File: src/hdl/smeu_pkg.sv
// Shared types, sizes and codes of the stack machine execute unit.
package smeu_pkg;

  localparam int STACK_DEPTH   = 1024;
  localparam int GLOBAL_COUNT  = 128;
  localparam int CALL_DEPTH    = 128;
  localparam int LIST_COUNT    = 64;
  localparam int LIST_CAPACITY = 16;

  localparam int SP_W  = $clog2(STACK_DEPTH);
  localparam int SC_W  = $clog2(STACK_DEPTH + 1);
  localparam int G_W   = $clog2(GLOBAL_COUNT);
  localparam int C_W   = $clog2(CALL_DEPTH);
  localparam int CL_W  = $clog2(CALL_DEPTH + 1);
  localparam int L_W   = (LIST_COUNT > 1) ? $clog2(LIST_COUNT) : 1;
  localparam int LM_W  = $clog2(LIST_COUNT + 1);
  localparam int LEN_W = $clog2(LIST_CAPACITY + 1);
  localparam int E_D   = LIST_COUNT * LIST_CAPACITY;
  localparam int E_W   = (E_D > 1) ? $clog2(E_D) : 1;

  localparam logic [4:0] CMD_LIT   = 5'd0;
  localparam logic [4:0] CMD_LOAD  = 5'd1;
  localparam logic [4:0] CMD_STORE = 5'd2;
  localparam logic [4:0] CMD_ADD   = 5'd3;
  localparam logic [4:0] CMD_SUB   = 5'd4;
  localparam logic [4:0] CMD_LESS  = 5'd5;
  localparam logic [4:0] CMD_JZ    = 5'd6;
  localparam logic [4:0] CMD_JMP   = 5'd7;
  localparam logic [4:0] CMD_CALL  = 5'd8;
  localparam logic [4:0] CMD_RET   = 5'd9;
  localparam logic [4:0] CMD_PINT  = 5'd10;
  localparam logic [4:0] CMD_PCHR  = 5'd11;
  localparam logic [4:0] CMD_PSTR  = 5'd12;
  localparam logic [4:0] CMD_PLIST = 5'd13;
  localparam logic [4:0] CMD_NEW   = 5'd14;
  localparam logic [4:0] CMD_LPUSH = 5'd15;
  localparam logic [4:0] CMD_LGET  = 5'd16;
  localparam logic [4:0] CMD_HALT  = 5'd17;

  localparam logic [2:0] KIND_NONE  = 3'd0;
  localparam logic [2:0] KIND_INT   = 3'd1;
  localparam logic [2:0] KIND_CHAR  = 3'd2;
  localparam logic [2:0] KIND_STR   = 3'd3;
  localparam logic [2:0] KIND_ELEM  = 3'd4;
  localparam logic [2:0] KIND_EMPTY = 3'd5;

  localparam logic [3:0] ST_OK       = 4'd0;
  localparam logic [3:0] ST_HALT     = 4'd1;
  localparam logic [3:0] ST_OVER     = 4'd2;
  localparam logic [3:0] ST_UNDER    = 4'd3;
  localparam logic [3:0] ST_INDEX    = 4'd4;
  localparam logic [3:0] ST_IP       = 4'd5;
  localparam logic [3:0] ST_OPCODE   = 4'd6;
  localparam logic [3:0] ST_LISTFULL = 4'd7;
  localparam logic [3:0] ST_CALLOVER = 4'd8;
  localparam logic [3:0] ST_CALLUNDR = 4'd9;

  typedef enum logic [4:0] {
    OP_LIT, OP_LOAD, OP_STORE, OP_ADD, OP_SUB, OP_LESS, OP_JZ, OP_JMP,
    OP_CALL, OP_RET, OP_PINT, OP_PCHR, OP_PSTR, OP_PLIST, OP_NEW,
    OP_LPUSH, OP_LGET, OP_HALT, OP_BAD
  } op_t;

  typedef struct packed {
    logic [4:0]         cmd;
    logic signed [31:0] arg_one;
    logic [10:0]        arg_two;
    logic [15:0]        jump_target;
  } item_t;

  typedef struct packed {
    logic [15:0]        next_ip;
    logic [2:0]         out_kind;
    logic signed [31:0] out_value;
    logic               last;
    logic [3:0]         status;
  } res_t;

  typedef struct packed {
    op_t         op;
    logic [31:0] arg_one;
    logic [10:0] arg_two;
    logic [15:0] jump_target;
  } dec_t;

endpackage

File: src/hdl/smeu_outq.sv
// Result queue between the execute engine and the result port.
module smeu_outq (
  input  logic           clk,
  input  logic           rst,
  input  logic           wr,
  input  smeu_pkg::res_t  wdata,
  output logic           ofull,
  output logic           empty,
  input  logic           pop,
  output smeu_pkg::res_t  result
);
  import smeu_pkg::*;

  res_t       q [4];
  logic [1:0] wptr;
  logic [1:0] rptr;
  logic [2:0] count;
  logic       do_in;
  logic       do_out;

  assign ofull  = (count == 3'd4);
  assign empty  = (count == 3'd0);
  assign result = q[rptr];
  assign do_in  = wr && !ofull;
  assign do_out = pop && !empty;

  always_ff @(posedge clk) begin
    if (do_in) begin
      q[wptr] <= wdata;
    end
    if (rst) begin
      wptr  <= 2'd0;
      rptr  <= 2'd0;
      count <= 3'd0;
    end else begin
      if (do_in) begin
        wptr <= wptr + 2'd1;
      end
      if (do_out) begin
        rptr <= rptr + 2'd1;
      end
      count <= count + 3'(do_in) - 3'(do_out);
    end
  end
endmodule

File: config.mk
export PLATFORM = sky130hd
export DESIGN_NAME = smeu_outq
export DESIGN_NICKNAME = d
export VERILOG_FILES = /design/src/hdl/smeu_pkg.sv /design/src/hdl/smeu_outq.sv
export SDC_FILE = /design/constraint.sdc
export NUM_CORES = 1
export LEC_CHECK = 0
export ABC_AREA = 1
export BUFFER_PORTS_ARGS = -buffer_cell sky130_fd_sc_hd__buf_2
export CAP_MARGIN = 30
export CORE_MARGIN = 2
export CORE_UTILIZATION = 45
export DETAILED_ROUTE_END_ITERATION = 8
export PLACE_DENSITY_LB_ADDON = 0.3
export REMOVE_ABC_BUFFERS = 1
export SLEW_MARGIN = 20
export SYNTH_ARGS = -nofsm -noshare
export SYNTH_HDL_FRONTEND = slang
export SYNTH_SLANG_ARGS = --single-unit
File: constraint.sdc
create_clock -name clk -period 3.29 [get_ports clk]
set_input_delay 0.4935 -clock clk [delete_from_list [all_inputs] [get_ports clk]]
set_output_delay 0.4935 -clock clk [all_outputs]
set_load 0.01 [all_outputs]
# After elaboration in Yosys (flattened, before gate mapping)
# Memory sizes are Yosys's and may differ from the RTL's. A register that Yosys moved wholly into a read port is not among the register bits.
# Index checks and enable logic that the tools add are counted.
# totals
register_bits,7
ram_bits,224
output_inout_bits,58
word_cells,18
mem_count,1
# classes
addsub,4
eq_ne,1
n_mux,4
reduce_logical,5
# mem_list
name,depth,width,read_ports,rd_clocked_by_memory_dff,write_ports,line_no,text
q,4,56,1,1,1,smeu_outq.sv:14,res_t q [4];
# op_table
cell,count
$add A2 B1 Y2 const B,2
$mux W2,2
$add A3 B1 Y3,1
$eq A3 B3 Y1 const B,1
$logic_not A3 Y1,1
$sub A3 B1 Y3,1
$logic_and A1 B1 Y1,2
$logic_not A1 Y1,2
$mux W1,2

# Longest topological paths before layout
# logic_depth
ltp_word,5
mapped_depth,11
depth_no_buf,11

# Worst setup path before layout
# Ideal clock, no wire load.
# synth_timing
path_type,register to register
from,register count[1]
to,"memory q[0][0] in the netlist's numbering, enable pin"
setup_ns,0.470
arrival_ns,3.001
setup_slack_ns,-0.181
stages_incl_launch_ff,5
n_path_buf,0
period_less_slack_ns,3.471
cell_sequence,dfxtp_1 > nor2_1 > nand2_1 > nand2_1 > nor2_1
# synth_between
elab_chain_len,5
# synth_lines
element,line_no,text
"start, declared",smeu_outq.sv:17,logic [2:0] count;
"start signal, assigned",smeu_outq.sv:42,count <= count + 3'(do_in) - 3'(do_out);
$eq A3 B3 Y1,smeu_outq.sv:21,assign ofull = (count == 3'd4);
$logic_not A1 Y1,smeu_outq.sv:24,assign do_in = wr && !ofull;
$logic_and A1 B1 Y1,smeu_outq.sv:24,
$mux W1,smeu_outq.sv:28,if (do_in) begin
$mux W1 (implied by the code),smeu_outq.sv:29,q[wptr] <= wdata;
"end, declared",smeu_outq.sv:14,
# No other way between the ends.

==> impl_results.md <==
* Rows at between 50 and 60
* Post-route non-filler standard cell count at 1022
* Antenna Nets Post-Route at 0
* DRT iter0 DRCs at 365
* Final setup fails at 0
* IO buf count at roughly 120
* Initial Utilization at a little under half
* Yosys warns at 0
* WL/cell at 18.0 um
* Layout cell share with drive strength beyond 1 at 30.1%
* Run status: completed
* GR Util All Layers at between 15 and 20%
* First-pass GRT wire length at ~29 mm
* Mean Syn Cell Area at 14.9 sq um
* Mapped Cells at 611
* Grt total ovfl at 0
* Number of remaining DRC errors at 0
* Crit path max fanout at 53
* Hold_sp: rst
* Slew Limit Fails at 0
* Clock buffer depth at 3
* VDD IR max at 0.388 mV
* Fin. Hold Viols at 0
* # H-tree levels at 1
* Worst-margin pin slew at 770 ps
* Yosys cell types at 24
* Post-Synthesis Cell Area at 9110 sq um
* Register-to-Register Path Depth at 9
* Pwr dens at around 760 nW/um^2
* Clk pin slew, worst setup/hold paths at roughly 60 ps
* Most common cell after layout, fill and taps aside: edfxtp_1
* Number of buffers created by CTS at 23
* Critical path endpoint category: output port
* Post-CTS setup buffer count at 0
* Leakage at 3.76 nW
* # hold bufs at CTS at 0
* Post-Route Setup TNS at 0 ps
* Seq/Total Area, Yosys at between 70 and 80%
* Vias in the first global route at around 5.6k
* Arrival time worst endpoint at 2400 ps
* Worst skew pair latency at 500 ps
* Reg-to-reg critical path endpoint: count[2]
* Placed Cells incl. Taps at around 980
* Die height at 146 um
* WP data required at 2800 ps
* Reg2reg start: count[1]
* R2r setup slk at 1040 ps
* Core area at 20000 sq um
* Resized cells post-CTS at 0
* Gpl congestion at 0.747
* Setup Skew at approximately 14 ps
* Area Overhead vs Synth at 18.0%
* CTS tree: yes
* Root Buffer Master: clkbuf_16
* Crit share post-route at 88.0%
* Max Clk Rate at 346 MHz
* Routed vias at 5378
* Die area at approximately 21000 sq um
* Synth Register Bits at 233
* Startpoint types: flop
* Num ports at about 120
* HP Class: in -> reg
* Max Cap Viol at 0
* Vias per std cell at approximately 5.3
* Nets at 799
* Most frequent cells in the layout: edfxtp_1, buf_2, nor2_1, o21ai_0, o22ai_1
* Hold path endpoint: count[0]
* First-pass iteration count of the detailed router at 5
* Post-layout minimum cycle time at 2890 ps
* Largest net degree at the start of global routing at 57
* Hold path depth at 2
* Total Wirelength at 18.4 mm
* Critical path type: reg -> out
* HPWL Detailed at 11.1 mm
* Initial antenna violation count at 5
* RSZ-0062 raised after global routing: no
* Die width at 146 um
* Max_slew headroom at 48.6%
* Sink Count at 233
## area by class of cell
type / instances / area (sq um)
fillers: 1662 / 9290
flip-flops and latches: 233 / 6910
multi-input cells: 322 / 1900
repair buffers: 132 / 798
clock buffers: 31 / 636
well taps: 270 / 338
clock inverters: 10 / 77.6
inverters: 20 / 77.6
diodes: 4 / 10.0
## cell families (layout without fill, tap and decap cells)
kind of cell,Yosys count,in the layout,synth area share [%]
fa+ha+maj,7,7,1.04
compound gates,173,173,11.8
flops,233,233,75.8
other cells,0,4,0
buf+inv,56,193,3.65
simple gates,142,142,7.72
## worst max path at each step
stage          start          to  cells after the start
2_1_floorplan   flop   result[0]                      3
5_1_grt         flop  result[11]                      5
4_1_cts         flop   result[9]                      5
6_report        flop   result[2]                      5
3_5_place_dp    flop   result[2]                      5
3_3_place_gp    flop  result[15]                      5
## worst max-delay path: stages (launching register included)
cell	delay, ps
dfxtp_4	700
inv_4	320
buf_12	290
o21ai_0	260
o22ai_2	90
buf_2	140
## sequential cells by signal, indices dropped and copies added, names as in the netlist, named ones only
register	flops
q	224
count	3
rptr	2
wptr	2
## synth_stat cells
| cell type | n | area (sq um) |
|---|---|---|
| nand3_1 | 4 | 20.0 |
| nor2_4 | 20 | 225 |
| o22ai_2 | 20 | 250 |
| a21oi_1 | 5 | 25.0 |
| buf_8 | 1 | 15.0 |
| buf_12 | 3 | 60.1 |
| inv_2 | 1 | 3.75 |
| buf_2 | 9 | 45.0 |
| buf_4 | 1 | 7.51 |
| o21ai_0 | 82 | 410 |
| clkbuf_1 | 16 | 60.1 |
| o22ai_1 | 36 | 225 |
| nand2_1 | 12 | 45.0 |
| ha_1 | 6 | 75.1 |
| dfxtp_1 | 9 | 180 |
| fa_1 | 1 | 20.0 |
| edfxtp_1 | 224 | 6730 |
| o21ai_1 | 26 | 130 |
| buf_6 | 6 | 67.6 |
| inv_1 | 18 | 67.6 |
| nor2_2 | 6 | 37.5 |
| nor2_1 | 100 | 375 |
| o21ai_2 | 4 | 35.0 |
| inv_4 | 1 | 6.26 |
## per-stage QoR
step                power, mW  cell area, sq um  util [%]  worst slack [ps]  hold WS [ps]
floorplan                4.95              8860         -              -662           448
global placement         5.73             10000      50.1               993           466
detailed placement       5.81             10000      50.1               929           495
CTS                      8.26             10700      53.6               378           165
global route             8.58             10700      53.6               208           154
finish                   8.17             10800      53.7               396           179
## layer usage
layer  share of wire (%)  track usage [%]  vias up
met5                0.14                0        -
met4                 1.9             4.81        4
met3                 7.2             4.53       34
met2                  50             30.1      155
met1                  41             21.8     2671
li1                    -                -     2514
## report_power, final
group | total [mW] | switching, mW | internal (mW) | leakage (nW)
sequential | 3.76 | 0.143 | 3.62 | 2.13
combinational | 1.96 | 1.27 | 0.691 | 1.27
clock | 2.45 | 1.01 | 1.43 | 0.359
total | 8.17 | 2.43 | 5.74 | 3.76
(Power assumes the default switching activity.)
