--- config.mk ---
export PLATFORM = sky130hd
export DESIGN_NAME = smeu_front
export DESIGN_NICKNAME = d
export VERILOG_FILES = /design/src/hdl/smeu_pkg.sv /design/src/hdl/smeu_front.sv
export SDC_FILE = /design/constraint.sdc
export NUM_CORES = 1
export LEC_CHECK = 0
export BUFFER_PORTS_ARGS = -buffer_cell sky130_fd_sc_hd__buf_2
export CAP_MARGIN = 20
export CORE_MARGIN = 3
export CORE_UTILIZATION = 40
export CTS_BUF_LIST = sky130_fd_sc_hd__clkbuf_8 sky130_fd_sc_hd__clkbuf_16
export CTS_CLUSTER_SIZE = 12
export DETAILED_ROUTE_END_ITERATION = 8
export PLACE_DENSITY = 0.69
export SKIP_LAST_GASP = 1
export SLEW_MARGIN = 20
export SYNTH_ARGS = -nofsm -noshare
export SYNTH_HDL_FRONTEND = slang
export SYNTH_SLANG_ARGS = --single-unit
--- constraint.sdc ---
create_clock -name clk -period 5.99 [get_ports clk]
set_input_delay 0.8985 -clock clk [delete_from_list [all_inputs] [get_ports clk]]
set_output_delay 0.8985 -clock clk [all_outputs]
set_load 0.05 [all_outputs]
--- src/hdl/smeu_pkg.sv ---
// Shared types, sizes and codes of the stack machine execute unit.
package smeu_pkg;

  localparam int STACK_DEPTH   = 1024;
  localparam int GLOBAL_COUNT  = 128;
  localparam int CALL_DEPTH    = 128;
  localparam int LIST_COUNT    = 64;
  localparam int LIST_CAPACITY = 16;

  localparam int SP_W  = $clog2(STACK_DEPTH);
  localparam int SC_W  = $clog2(STACK_DEPTH + 1);
  localparam int G_W   = $clog2(GLOBAL_COUNT);
  localparam int C_W   = $clog2(CALL_DEPTH);
  localparam int CL_W  = $clog2(CALL_DEPTH + 1);
  localparam int L_W   = (LIST_COUNT > 1) ? $clog2(LIST_COUNT) : 1;
  localparam int LM_W  = $clog2(LIST_COUNT + 1);
  localparam int LEN_W = $clog2(LIST_CAPACITY + 1);
  localparam int E_D   = LIST_COUNT * LIST_CAPACITY;
  localparam int E_W   = (E_D > 1) ? $clog2(E_D) : 1;

  localparam logic [4:0] CMD_LIT   = 5'd0;
  localparam logic [4:0] CMD_LOAD  = 5'd1;
  localparam logic [4:0] CMD_STORE = 5'd2;
  localparam logic [4:0] CMD_ADD   = 5'd3;
  localparam logic [4:0] CMD_SUB   = 5'd4;
  localparam logic [4:0] CMD_LESS  = 5'd5;
  localparam logic [4:0] CMD_JZ    = 5'd6;
  localparam logic [4:0] CMD_JMP   = 5'd7;
  localparam logic [4:0] CMD_CALL  = 5'd8;
  localparam logic [4:0] CMD_RET   = 5'd9;
  localparam logic [4:0] CMD_PINT  = 5'd10;
  localparam logic [4:0] CMD_PCHR  = 5'd11;
  localparam logic [4:0] CMD_PSTR  = 5'd12;
  localparam logic [4:0] CMD_PLIST = 5'd13;
  localparam logic [4:0] CMD_NEW   = 5'd14;
  localparam logic [4:0] CMD_LPUSH = 5'd15;
  localparam logic [4:0] CMD_LGET  = 5'd16;
  localparam logic [4:0] CMD_HALT  = 5'd17;

  localparam logic [2:0] KIND_NONE  = 3'd0;
  localparam logic [2:0] KIND_INT   = 3'd1;
  localparam logic [2:0] KIND_CHAR  = 3'd2;
  localparam logic [2:0] KIND_STR   = 3'd3;
  localparam logic [2:0] KIND_ELEM  = 3'd4;
  localparam logic [2:0] KIND_EMPTY = 3'd5;

  localparam logic [3:0] ST_OK       = 4'd0;
  localparam logic [3:0] ST_HALT     = 4'd1;
  localparam logic [3:0] ST_OVER     = 4'd2;
  localparam logic [3:0] ST_UNDER    = 4'd3;
  localparam logic [3:0] ST_INDEX    = 4'd4;
  localparam logic [3:0] ST_IP       = 4'd5;
  localparam logic [3:0] ST_OPCODE   = 4'd6;
  localparam logic [3:0] ST_LISTFULL = 4'd7;
  localparam logic [3:0] ST_CALLOVER = 4'd8;
  localparam logic [3:0] ST_CALLUNDR = 4'd9;

  typedef enum logic [4:0] {
    OP_LIT, OP_LOAD, OP_STORE, OP_ADD, OP_SUB, OP_LESS, OP_JZ, OP_JMP,
    OP_CALL, OP_RET, OP_PINT, OP_PCHR, OP_PSTR, OP_PLIST, OP_NEW,
    OP_LPUSH, OP_LGET, OP_HALT, OP_BAD
  } op_t;

  typedef struct packed {
    logic [4:0]         cmd;
    logic signed [31:0] arg_one;
    logic [10:0]        arg_two;
    logic [15:0]        jump_target;
  } item_t;

  typedef struct packed {
    logic [15:0]        next_ip;
    logic [2:0]         out_kind;
    logic signed [31:0] out_value;
    logic               last;
    logic [3:0]         status;
  } res_t;

  typedef struct packed {
    op_t         op;
    logic [31:0] arg_one;
    logic [10:0] arg_two;
    logic [15:0] jump_target;
  } dec_t;

endpackage

--- src/hdl/smeu_front.sv ---
// Front end: accepts instruction items, decodes them and queues them.
module smeu_front (
  input  logic           clk,
  input  logic           rst,
  input  logic           push,
  output logic           full,
  input  smeu_pkg::item_t item,
  output logic           dvalid,
  input  logic           dready,
  output smeu_pkg::dec_t  dec
);
  import smeu_pkg::*;

  dec_t       q [2];
  logic       wptr;
  logic       rptr;
  logic [1:0] count;
  logic       do_in;
  logic       do_out;
  dec_t       d_in;

  always_comb begin
    d_in.arg_one     = item.arg_one;
    d_in.arg_two     = item.arg_two;
    d_in.jump_target = item.jump_target;
    unique case (item.cmd)
      CMD_LIT:   d_in.op = OP_LIT;
      CMD_LOAD:  d_in.op = OP_LOAD;
      CMD_STORE: d_in.op = OP_STORE;
      CMD_ADD:   d_in.op = OP_ADD;
      CMD_SUB:   d_in.op = OP_SUB;
      CMD_LESS:  d_in.op = OP_LESS;
      CMD_JZ:    d_in.op = OP_JZ;
      CMD_JMP:   d_in.op = OP_JMP;
      CMD_CALL:  d_in.op = OP_CALL;
      CMD_RET:   d_in.op = OP_RET;
      CMD_PINT:  d_in.op = OP_PINT;
      CMD_PCHR:  d_in.op = OP_PCHR;
      CMD_PSTR:  d_in.op = OP_PSTR;
      CMD_PLIST: d_in.op = OP_PLIST;
      CMD_NEW:   d_in.op = OP_NEW;
      CMD_LPUSH: d_in.op = OP_LPUSH;
      CMD_LGET:  d_in.op = OP_LGET;
      CMD_HALT:  d_in.op = OP_HALT;
      default:   d_in.op = OP_BAD;
    endcase
  end

  assign full   = (count == 2'd2);
  assign dvalid = (count != 2'd0);
  assign dec    = q[rptr];
  assign do_in  = push && !full;
  assign do_out = dvalid && dready;

  always_ff @(posedge clk) begin
    if (do_in) begin
      q[wptr] <= d_in;
    end
    if (rst) begin
      wptr  <= 1'b0;
      rptr  <= 1'b0;
      count <= 2'd0;
    end else begin
      if (do_in) begin
        wptr <= !wptr;
      end
      if (do_out) begin
        rptr <= !rptr;
      end
      count <= count + 2'(do_in) - 2'(do_out);
    end
  end
endmodule

# Word-level counts from Yosys, hierarchy flattened
# Memories as Yosys holds them, arrays and structs flattened. A register that Yosys moved wholly into a read port is not among the register bits.
# Index checks and enable logic that the tools add are counted.
dict set report classes {
  addsub 2
  n_eq_ne 1
  mux 4
  reduce_logical 6
}
# cell n
set op_table {}
lappend op_table {{$mux 1} 4}
lappend op_table {{$logic_not 1->1} 3}
lappend op_table {{$add 2x1->2} 1}
lappend op_table {{$eq 2x2->1 const B} 1}
lappend op_table {{$logic_and 1x1->1} 2}
lappend op_table {{$reduce_bool 2->1} 1}
lappend op_table {{$sub 2x1->2} 1}
dict set report word_totals {
  ff_bits 4
  mem_bits_rw 128
  mem_bits_ro 160
  in_bits 68
  memories 2
}
# name depth word_bits read_ports rd_ports_with_merged_regs wr line_no
set mem_list {}
lappend mem_list {{(no name shown)} 32 5 1 0 0 smeu_front.sv:26} ;# unique case (item.cmd)
lappend mem_list {q 2 64 1 1 1 smeu_front.sv:14} ;# dec_t q [2];

# Longest topological paths before layout
# Gate-level depths: netlist of run 1.
dict set report logic_depth {
  ltp_word 5
  mapped_depth 8
}

# Least setup slack after synthesis of run 1
# Ideal clock, no wire load.
dict set report synth_path {
  kind {input to register}
  start {input push}
  end {memory q[0][0] in the netlist's numbering, enable pin}
  arrival_time_ps 2544
  required_ps 5572
  setup_slack_ps 3028
  path_stages 3
  path_buffers 0
  cell_sequence {inv_1 > or3_1 > inv_1}
}
dict set report synth_via {
  elab_chain_len 3
}
# element line_no
set synth_lines {}
lappend synth_lines {{start, declared} smeu_front.sv:5} ;# input logic push,
lappend synth_lines {{$logic_and 1x1->1} smeu_front.sv:52} ;# assign do_in = push && !full;
lappend synth_lines {{$mux 1} smeu_front.sv:56} ;# if (do_in) begin
lappend synth_lines {{$mux 1 (not written as such)} smeu_front.sv:57} ;# q[wptr] <= d_in;
lappend synth_lines {{end, declared} smeu_front.sv:14}
# No other way between the ends.

==> impl_results.md, run 1 <==
* Sort of element at the start of the critical path: flip-flop
* Number of max-cap violations at 0
* Critical register-to-register path endpoint: q[0][14]
* Hold Fails Final Rpt at 0
* Die area at 0.0136 mm²
* Input/output buffers at 133
* Hold-critical path endpoint: rptr
* Peak supply drop at 317 µV
* Reported leakage power at 0.00241 µW
* Share of synthesized area spent on multiplexers at 14.7%
* Max Buffers Root-to-Sink at 2
* Post-synthesis compound-gate area fraction at 0.611%
* Clock tree sinks at 133
* Result of the run: completed
* Crit Path Category: flip-flop to primary output
* Register area share after synthesis at 80.3%
* Endpoint required time on the critical path at 5.09 ns
* Power density over the cells at 530 mW/mm²
* Startpoint of the worst-slack reg-to-reg timing path: count[0]
* Clock transition at the register clock pins on the worst setup and hold paths after CTS at 0.05 ns
* Aggregate global routing overflow at 0
* Total wire length at 8.79 mm
* Worst reg-to-reg path cell count at 5
* Hold Crit Depth at 2
* Top cell type's share of synthesized area at 78.2%
* Clock latency on the worst-skew pair at 0.40 ns
* Library cell with the largest summed area after synthesis: edfxtp_1
* Net count reported at finish at 450
* Crit path setup slack, layout at 2.94 ns
* Routed WL per cell at 16.4 µm
* Number of max-slew violations in the final report at 0
* Commonest non-fill, non-tap cell in the layout: buf_2
* Combinational family with the most area after synthesis: multiplexers
* Final sum of negative setup slack at 0 ns
* Clock tree skew after final layout at 0.00604 ns
* Post-synthesis share of cell area spent on and, or, nand and nor gates at 1.76%
* Routed via count divided by cell count at 4.80
* Number of antenna repair diodes at 0
* Number of core rows at 39
* Effective utilization at floorplan at 42.0%
* Final min period at 3.05 ns
* Clock tree from TritonCTS: built
* Pre-CTS setup slack at 3.32 ns
* Count of distinct cell types in the synthesized netlist at 24
* DRC violation count after routing at 0
* Xor-xnor portion of the synthesized cell area at 0.357%
* Actual transition at the worst max-transition pin at 0.875 ns
* Number of warnings reported in the yosys synthesis log at 0
* Hold_buf cts at 0
* Final weighted congestion of routability-driven global placement at 0.659
* Met2 Track Usage GR at 21.2%
* First DRT Iteration DRCs at 168
* Per-instance average area after synthesis at 21.2 µm²
* Final setup viols at 0
* Number of H-tree branching levels at 4
* Fraction of final layout cells sized beyond drive strength 1 at 58.8%
* Number of clock buffers inserted by TritonCTS at 17
* DR pass1 iterations at 4
* Tightest Hold Check Type: flip-flop to flip-flop
* CP Capture Type: primary output
* Cell area after technology mapping at 0.00491 mm²
* Root Buffer: clkbuf_16
* Worst reg2reg setup slack at 3.94 ns
* Global-route wire length before repair at 13.1 mm
* Post-detailed-route count of antenna-violating nets at 0
* Total setup buffers inserted after CTS at 0
* Post-Syn Nets at 302
* Pin count of the biggest net entering global routing at 65
* Busiest layer in global routing: met2
* Setup repair after global routing missed its margin: no
* Met3 demand-to-capacity share in global routing at 5.60%
* Final worst path period share at 50.9%
* Data arrival at the endpoint of the critical path at 2.15 ns
* Maximum clock frequency at 0.328 GHz
* Antenna violations before repair at 0
* GRT Total Usage at 13.4%
* DR vias at 2,574
* Top-level I/O count at 134
* Die span in x at 117 µm
* Utilization after layout at 53.4%
* Core area at 0.0117 mm²
* Met1 Track Usage GR at 15.4%
* Flops & latches, synth at 133
* Share of synthesized cell area in full adder, half adder and majority cells at 0.509%
* Chip height at 117 µm
* Largest cells by area after synthesis: edfxtp_1, mux2_2, dfxtp_1, buf_6, ha_1
* Area growth, synth to finish at 27.4%
* Hold path start: rptr
* Post-cts sizing count at 0
* Number of global-route vias before repair at 2,702
* Detailed-placement wirelength estimate at 5.47 mm
* Largest fanout of any net on the critical path at 57
* Number of instances in the synthesized netlist at 232
* Most frequent cells in the layout: buf_2, edfxtp_1, mux2_2, clkbuf_16, inv_1
* Slew headroom at 41.7%
worst max path at each step:
stage | from | end | slack, ns | cells past startpoint
2_1_floorplan | push | q[0][0] | 3.03 | 3
3_3_place_gp | flip-flop | dec[61] | 3.35 | 3
3_5_place_dp | flip-flop | dec[61] | 3.32 | 3
4_1_cts | flip-flop | dec[61] | 2.88 | 3
5_1_grt | flip-flop | dec[61] | 2.79 | 3
6_report | flip-flop | dec[61] | 2.94 | 3
kinds of logic (layout without fill, tap and decap cells):
kind of cell / after synthesis / count (layout)
AOI/OAI and AO/OA: 5 / 5
xor gates and xnor gates: 2 / 2
adders and majority gates: 2 / 2
buffers and inverters: 11 / 172
DFF: 133 / 133
muxes: 64 / 64
and+or+nand+nor: 15 / 15
worst max-delay path, cell delays in order (launching register included):
cell,delay (ns)
dfxtp_2,0.41
buf_4,0.66
mux2_2,0.44
buf_2,0.22
report_power, final:
part	internal, µW	switching [µW]
Sequential	1190	39.6
Combinational	310	837
Clock	601	340
Total	2100	1220
flip-flops by register name, indices dropped and copies added, names as in the netlist, named ones only:
name   flops
q        128
rptr       1
wptr       1
count      2
layer usage:
metal / wire length (µm) / up-vias
li1: - / 1206
met4: 150 / 0
met3: 665 / 14
met2: 4300 / 100
met1: 3670 / 1254
met5: 0 / -
area by class of cell:
cell class	instances	area, µm²
clock buffers	21	480
clock inverters	11	71.3
fillers	982	5450
inverters	4	15.0
multi-input cells	88	880
flip-flops and latches	133	3950
well taps	143	179
repair buffers	136	688
cells in the mapped netlist (all sizes together):
master	n
edfxtp	128
o21a	1
xnor2	1
dfxtp	5
ha	2
buf	7
and3	1
or2	1
o21ai	2
nor3	1
a21oi	1
inv	4
xor2	1
nand2b	2
or3	1
nand2	1
nor2	3
and2	2
nor2b	3
mux2	64
o31ai	1
through the flow:
stage	area, µm²	hold WS, ns	cells	power, µW
final	6260	0.514	536	3320
after global routing	6260	0.545	536	3470
after CTS	6260	0.518	536	3370
after detailed placement	5710	0.500	504	2410
after global placement	5710	0.465	504	2400
after floorplan	4910	0.451	232	2180
Note: power is estimated with default switching activity, not from simulation.
==> run 2, diff against run 1 <==
Settings changed: ABC_AREA set to 1, PLACE_DENSITY 0.69 to 0.71.
Clock period 5.99 ns to 2.5 ns, I/O delays scaled along.
==> run 2 against run 1 <==
Via count is 2.7% higher. Register-to-register slack got worse by 3.0 ns. Critical path depth stayed put. Sequential share of layout area is 3.2 points lower. Global-route usage down 0.28 points. Cell count is 9.0% higher. Cell area rose by 5.3%. Die area rose by 5.7%. Wire length up 0.77%. Largest power group unchanged.
==> impl_results.md, run 2 <==
* Final worst path period share at 90.8%
* Aggregate global routing overflow at 0 (unchanged)
* Core area at 0.0127 mm² (+8.2%)
* Clock transition at the register clock pins on the worst setup and hold paths after CTS at 0.05 ns (about the same)
* Net count reported at finish at 469 (+4.2%)
* Hold_ws at 0.136 ns (-0.378 ns)
* Input/output buffers at 133 (unchanged)
* Maximum clock frequency at 0.440 GHz
* Commonest non-fill, non-tap cell in the layout: buf_2
* Top cell type's share of synthesized area at 73.8% (-4.5 points)
* DR pass1 iterations at 4 (unchanged)
* Largest fanout of any net on the critical path at 33 (-42%)
* Global-route wire length before repair at 14.0 mm (+6.9%)
* DR vias at 2,644 (+2.7%)
* Slew headroom at 64.0% (+22 points)
* Fraction of final layout cells sized beyond drive strength 1 at 56.8% (-2.0 points)
* Reported leakage power at 0.00269 µW (+12%)
* Top routing layer in use: met4
* CP max stage cell: dfxtp_4
* Primary FF master, synth: edfxtp_1
* Clock latency on the worst-skew pair at 0.41 ns (about the same)
* Met1 Routed Length at 3.57 mm (-2.7%)
* Detailed-placement wirelength estimate at 6.08 mm (+11%)
* Number of max-cap violations at 0 (unchanged)
* Post-Syn Nets at 317 (+5.0%)
* Hold path start: rst
* Number of core rows at 41 (+5.1%)
* Worst reg2reg setup slack at 0.90 ns (-3.04 ns)
* Chip height at 120 µm (+2.8%)
* Root Buffer: clkbuf_16
* Actual transition at the worst max-transition pin at 0.539 ns (-0.335 ns)
* Area growth, synth to finish at 26.5%
* Largest reg by FF count: q
* Cell count along the critical path at 3 (unchanged)
* Total setup buffers inserted after CTS at 0 (unchanged)
* Pin count of the biggest net entering global routing at 40 (-38%)
* First DRT Iteration DRCs at 110 (-35%)
* Routed via count divided by cell count at 4.53 (-5.7%)
* Library cell with the largest summed area after synthesis: edfxtp_1
* Die span in x at 120 µm (+2.8%)
* Setup repair after global routing missed its margin: no
* Cell area after technology mapping at 0.00521 mm² (+6.1%)
* Final sum of negative setup slack at 0 ns (unchanged)
* Number of antenna repair diodes at 0 (unchanged)
* Data arrival at the endpoint of the critical path at 1.90 ns (-0.25 ns)
* Tightest Hold Check Type: input pin to flip-flop
* Worst reg-to-reg path cell count at 5 (unchanged)
* Clock tree sinks at 133 (unchanged)
* Routed WL per cell at 15.2 µm (-7.5%)
* Number of clock buffers inserted by TritonCTS at 17 (unchanged)
* Number of instances in the synthesized netlist at 247 (+6.5%)
* Hold Fails Final Rpt at 0 (unchanged)
* Hold-critical path endpoint: count[0]
* Registers with the most flip-flops: q x128, count x2
* Endpoint required time on the critical path at 2.12 ns (-2.97 ns)
* Sum of buffers and inverters on the critical path at 2 (unchanged)
* Largest cells by area after synthesis: edfxtp_1, mux2_4, buf_12, dfxtp_1, inv_1
* Per-instance average area after synthesis at 21.1 µm² (-0.38%)
* Async SR Flop Fraction at 0% (unchanged)
* Largest delay share family, worst path: flip-flops
* Chain of cells forming the critical path: buf_12 -> mux2_2 -> buf_2
* Register area share after synthesis at 75.7% (-4.6 points)
* GRT Total Usage at 13.1% (-0.28 points)
* Met3 wire length at 653 µm (-1.8%)
* DR WL met2 at 4.46 mm (+3.8%)
* Clock tree skew after final layout at 0.00833 ns (+0.00230 ns)
* CP Capture Type: primary output
* Peak supply drop at 648 µV (+100%)
* Top-level I/O count at 134 (unchanged)
* Antenna violations before repair at 0 (unchanged)
* Number of warnings reported in the yosys synthesis log at 0 (unchanged)
* Final min period at 2.27 ns
* Hold_buf cts at 0 (unchanged)
* Count of distinct cell types in the synthesized netlist at 13 (-46%)
* Flops & latches, synth at 133 (unchanged)
* Count of non-filler cells in the finished layout at 584 (+9.0%)
* Number of global-route vias before repair at 2,703 (+0.037%)
* Post-cts sizing count at 0 (unchanged)
* Most frequent cells in the layout: buf_2, edfxtp_1, mux2_4, inv_1, clkbuf_16
* Commonest cells in the synthesized netlist: edfxtp_1, mux2_4, inv_1
* Flip-flop count of the largest register after layout at 128 (unchanged)
* Dpl cells at 552 (+9.5%)
* Final weighted congestion of routability-driven global placement at 0.744 (+13%)
* Sort of element at the start of the critical path: flip-flop
* Number of H-tree branching levels at 4 (unchanged)
* Effective utilization at floorplan at 41.1% (-0.83 points)
* DRC violation count after routing at 0 (unchanged)
* Hold Crit Depth at 2 (unchanged)
* Most used standard cell by instance count after synthesis: edfxtp_1
* Maximum single-stage delay on the critical path at 0.55 ns (-0.11 ns)
* Total of fill cells in the finished design at 1,047 (+6.6%)
* Count of flip-flops with a built-in enable after synthesis at 128 (unchanged)
* Number of max-slew violations in the final report at 0 (unchanged)
* Critical register-to-register path endpoint: q[0][54]
* Final setup viols at 0 (unchanged)
* Die area at 0.0144 mm² (+5.7%)
* Power density over the cells at 1190 mW/mm² (+120%)
* Crit Path Category: flip-flop to primary output
* Clock tree from TritonCTS: built
* Instance area after placement at 0.00604 mm² (+5.8%)
* Post-detailed-route count of antenna-violating nets at 0 (unchanged)
* Startpoint of the worst-slack reg-to-reg timing path: count[0]
* Result of the run: completed
* Post-route cell area at 0.00659 mm² (+5.3%)
* Total wire length at 8.86 mm (+0.77%)
* Max Buffers Root-to-Sink at 2 (unchanged)
-- run 2: changes by cell type in the layout (fill, tap and decap cells not counted), sizes merged, moves of 2 or more --
cell | before | now
clkbuf | 21 | 24
and2 | 2 | 0
buf | 136 | 140
nor2b | 3 | 0
nand3 | 0 | 4
nor2 | 3 | 11
o21ai | 2 | 0
inv | 11 | 18
nand2 | 1 | 10
nand2b | 2 | 0
-- run 2: where the power goes --
part	internal [µW]	switching [µW]	total, µW
sequential	2840	130	2970
clock	1430	799	2230
combinational	844	1810	2650
-- run 2: cell type report --
class / instances / area (µm²) / share of cell area [%]
clock buffer: 24 / 522 / 7.91
clock inverter: 8 / 33.8 / 0.512
inverter: 13 / 48.8 / 0.740
multi-input combinational: 94 / 1090 / 16.6
sequential: 133 / 3950 / 59.9
tap: 172 / 215 / 3.26
timing repair buffer: 140 / 731 / 11.1
-- run 2: how the worst max path moves through the flow --
stage,slack (ns),endpoint
floorplan,0.25,q[1][0]
global placement,0.68,dec[63]
detailed placement,0.65,dec[62]
CTS,0.20,dec[62]
global route,0.16,dec[62]
finish,0.23,dec[62]
-- run 2: stage by stage --
stage,setup slack [ns],power (µW),util (%)
2_1_floorplan,0.252,5250,-
3_3_place_gp,0.684,5660,47.6
3_5_place_dp,0.648,5700,47.6
4_1_cts,0.203,7950,52.0
5_1_grt,0.157,8190,52.0
6_report,0.230,7850,52.0
-- run 2: logic make-up (layout without fill, tap and decap cells) --
group | after synthesis | count (layout) | share of synthesized area, %
muxes | 64 | 64 | 18.2
and+or+nand+nor | 25 | 25 | 1.90
adders and majority gates | 2 | 2 | 0.480
AOI/OAI and AO/OA | 3 | 3 | 0.336
buffers and inverters | 20 | 185 | 3.46
DFF | 133 | 133 | 75.7
-- run 2: per-layer routing --
layer  GRT usage, %  up-vias
li1               -     1246
met1           15.7     1277
met2           20.9      107
met3           4.95       14
met4           6.01        0
met5              0        -
==> run 3, diff against run 2 <==
==> constraint.sdc (replaced) <==
create_clock -name clk -period 2.5 [get_ports clk]
set_input_delay 0.5 -clock clk [delete_from_list [all_inputs] [get_ports clk]]
set_output_delay 0.5 -clock clk [all_outputs]
set_load 0.05 [all_outputs]
==> run 3 against run 2 <==
Cell area barely moved. First-iteration DRC count increased by 29%. Largest cell class unchanged. Register-to-register slack lost 0.06 ns. Non-clock buffer count is 1 lower. Wire length increased by 4.1%. Clock-buffer cell count down 4. Flip-flop and latch count did not move. Critical path depth is the same. Maximum frequency down 2.5%. Power rose by 0.24%. Via count grew 0.19%.
==> impl_results.md, run 3 (synthesis gave the netlist of run 2 again) <==
* Result of the run: completed
* CP max stage cell: dfxtp_4
* Maximum clock frequency at 0.429 GHz (-2.5%)
* Input/output buffers at 133 (unchanged)
* Clock tree skew after final layout at 0.00813 ns (-0.000207 ns)
* Hold Fails Final Rpt at 0 (unchanged)
* Total of fill cells in the finished design at 1,062 (+1.4%)
* Total setup buffers inserted after CTS at 0 (unchanged)
* Largest delay share family, worst path: flip-flops
* P_sw at 2760 µW (+1.0%)
* Hold_buf cts at 0 (unchanged)
* Number of antenna repair diodes at 0 (unchanged)
* Total area of sequential cells at 0.00395 mm² (unchanged)
* Number of max-cap violations at 0 (unchanged)
* Routed via count divided by cell count at 4.54 (+0.36%)
* Flip-flop count of the largest register after layout at 128 (unchanged)
* Final weighted congestion of routability-driven global placement at 0.710 (-4.5%)
* Met3 demand-to-capacity share in global routing at 5.33% (+0.38 points)
* Number of max-slew violations in the final report at 0 (unchanged)
* Post-detailed-route count of antenna-violating nets at 0 (unchanged)
* Max Buffers Root-to-Sink at 2 (unchanged)
* Largest reg by FF count: q
* Hold path start: rst
* Final min period at 2.33 ns (+0.0582 ns)
* Peak supply drop at 686 µV (+5.8%)
* Dpl cells at 551 (-0.18%)
* Largest fanout of any net on the critical path at 26 (-21%)
* Most frequent cells in the layout: buf_2, edfxtp_1, mux2_4, inv_1, clkbuf_16
* Total wire length at 9.22 mm (+4.1%)
* Antenna violations before repair at 0 (unchanged)
* First DRT Iteration DRCs at 142 (+29%)
* Routed WL per cell at 15.8 µm (+4.2%)
* Aggregate global routing overflow at 0 (unchanged)
* Pin count of the biggest net entering global routing at 35 (-13%)
* Number of H-tree branching levels at 4 (unchanged)
* Clock tree from TritonCTS: built
* Multi-input combinational cell area at 0.00109 mm² (unchanged)
* Effective utilization at floorplan at 41.1% (unchanged)
* Chip height at 120 µm (unchanged)
* Count of non-filler cells in the finished layout at 583 (-0.17%)
* Root Buffer: clkbuf_16
* Clock latency on the worst-skew pair at 0.40 ns (about the same)
* Sort of element at the start of the critical path: flip-flop
* Data arrival at the endpoint of the critical path at 1.83 ns (-0.07 ns)
* GRT Total Usage at 13.5% (+0.45 points)
* Endpoint required time on the critical path at 2.00 ns (-0.12 ns)
* Area growth, synth to finish at 26.4% (about the same)
* Net count reported at finish at 468 (-0.21%)
* Global-route wire length before repair at 14.5 mm (+3.4%)
* Commonest non-fill, non-tap cell in the layout: buf_2
* Final worst path period share at 93.1% (+2.3 points)
* Crit Path Category: flip-flop to primary output
* Slew headroom at 67.8% (+3.7 points)
* Internal power summed over all cells at 5100 µW (-0.17%)
* Chain of cells forming the critical path: buf_12 -> mux2_4 -> buf_2
* CP Capture Type: primary output
* Fraction of power consumed by sequential logic at 37.8% (about the same)
* Busiest layer in global routing: met2
* Tightest Hold Check Type: input pin to flip-flop
* Number of clock buffers inserted by TritonCTS at 17 (unchanged)
* Number of global-route vias before repair at 2,873 (+6.3%)
* Met1 Track Usage GR at 16.2% (+0.51 points)
* Fraction of final layout cells sized beyond drive strength 1 at 56.2% (-0.59 points)
* Met2 Track Usage GR at 21.6% (+0.70 points)
* Final sum of negative setup slack at 0 ns (unchanged)
* Die span in x at 120 µm (unchanged)
* Clock transition at the register clock pins on the worst setup and hold paths after CTS at 0.05 ns (about the same)
* Die area at 0.0144 mm² (unchanged)
* Net switching share of the total power at 35.2% (+0.27 points)
* Number of core rows at 41 (unchanged)
* DRC violation count after routing at 0 (unchanged)
* Core area at 0.0127 mm² (unchanged)
* Share of power burned in combinational logic at 33.9% (about the same)
* Power density over the cells at 1190 mW/mm² (+0.32%)
* Actual transition at the worst max-transition pin at 0.483 ns (-0.0562 ns)
* Clock tree sinks at 133 (unchanged)
* Clock power share at 28.2% (-0.2 points)
* Final setup viols at 0 (unchanged)
* Post-cts sizing count at 0 (unchanged)
* Detailed-placement wirelength estimate at 6.25 mm (+2.8%)
* Registers with the most flip-flops: q x128, count x2
* Reported leakage power at 0.00268 µW (-0.22%)
* DR pass1 iterations at 4 (unchanged)
* Startpoint of the worst-slack reg-to-reg timing path: count[0]
* Maximum single-stage delay on the critical path at 0.58 ns (+0.03 ns)
* DR vias at 2,649 (+0.19%)
* Sum of buffers and inverters on the critical path at 2 (unchanged)
* Top-level I/O count at 134 (unchanged)
* Hold_ws at 0.262 ns (+0.125 ns)
* Setup repair after global routing missed its margin: no
[run 3: cell types whose count changed in the layout (fill, tap and decap cells not counted)]
cell | previous run | this run
buf_12 | 1 | 2
clkbuf_8 | 7 | 3
buf_4 | 6 | 4
clkinvlp_4 | 0 | 1
inv_1 | 17 | 19
bufinv_16 | 0 | 1
[run 3: worst paths after layout]
check	to	slack (ns)	depth (start not counted)
setup / recovery	dec[40]	0.17	3
hold / removal	count[0]	0.26	2
setup reg to reg	count[1]	0.84	10
hold reg to reg	rptr	0.54	2
[run 3: through the flow]
step / total power, µW / setup WS [ns] / instance area [µm²] / util, %
after global routing: 8220 / 0.0826 / 6590 / 52.0
after global placement: 5680 / 0.573 / 6040 / 47.7
after floorplan: 5250 / 0.235 / 5220 / -
after detailed placement: 5730 / 0.561 / 6040 / 47.7
after CTS: 7990 / 0.116 / 6590 / 52.0
final: 7860 / 0.171 / 6590 / 52.0
[run 3: routing by layer]
| layer | vias to the layer above | wire length [µm] |
|---|---|---|
| met5 | - | 0 |
| met4 | 0 | 150 |
| met3 | 15 | 615 |
| met2 | 94 | 4550 |
| met1 | 1294 | 3900 |
| li1 | 1246 | - |
[run 3: area by class of cell]
| type | instances | share of cell area [%] |
|---|---|---|
| Clock inverter | 12 | 1.20 |
| Inverter | 13 | 0.741 |
| Multi-Input combinational cell | 94 | 16.6 |
| Timing Repair Buffer | 139 | 11.2 |
| Clock buffer | 20 | 7.08 |
| Sequential cell | 133 | 59.9 |
| Tap cell | 172 | 3.27 |
[run 3: power by group through the flow]
stage          combinational [µW]  clock (µW)  sequential [µW]
4_1_cts                      2710        2300             2980
3_5_place_dp                 2700           0             3030
2_1_floorplan                2300           0             2950
3_3_place_gp                 2680           0             3000
6_report                     2670        2220             2980
5_1_grt                      2810        2400             3010
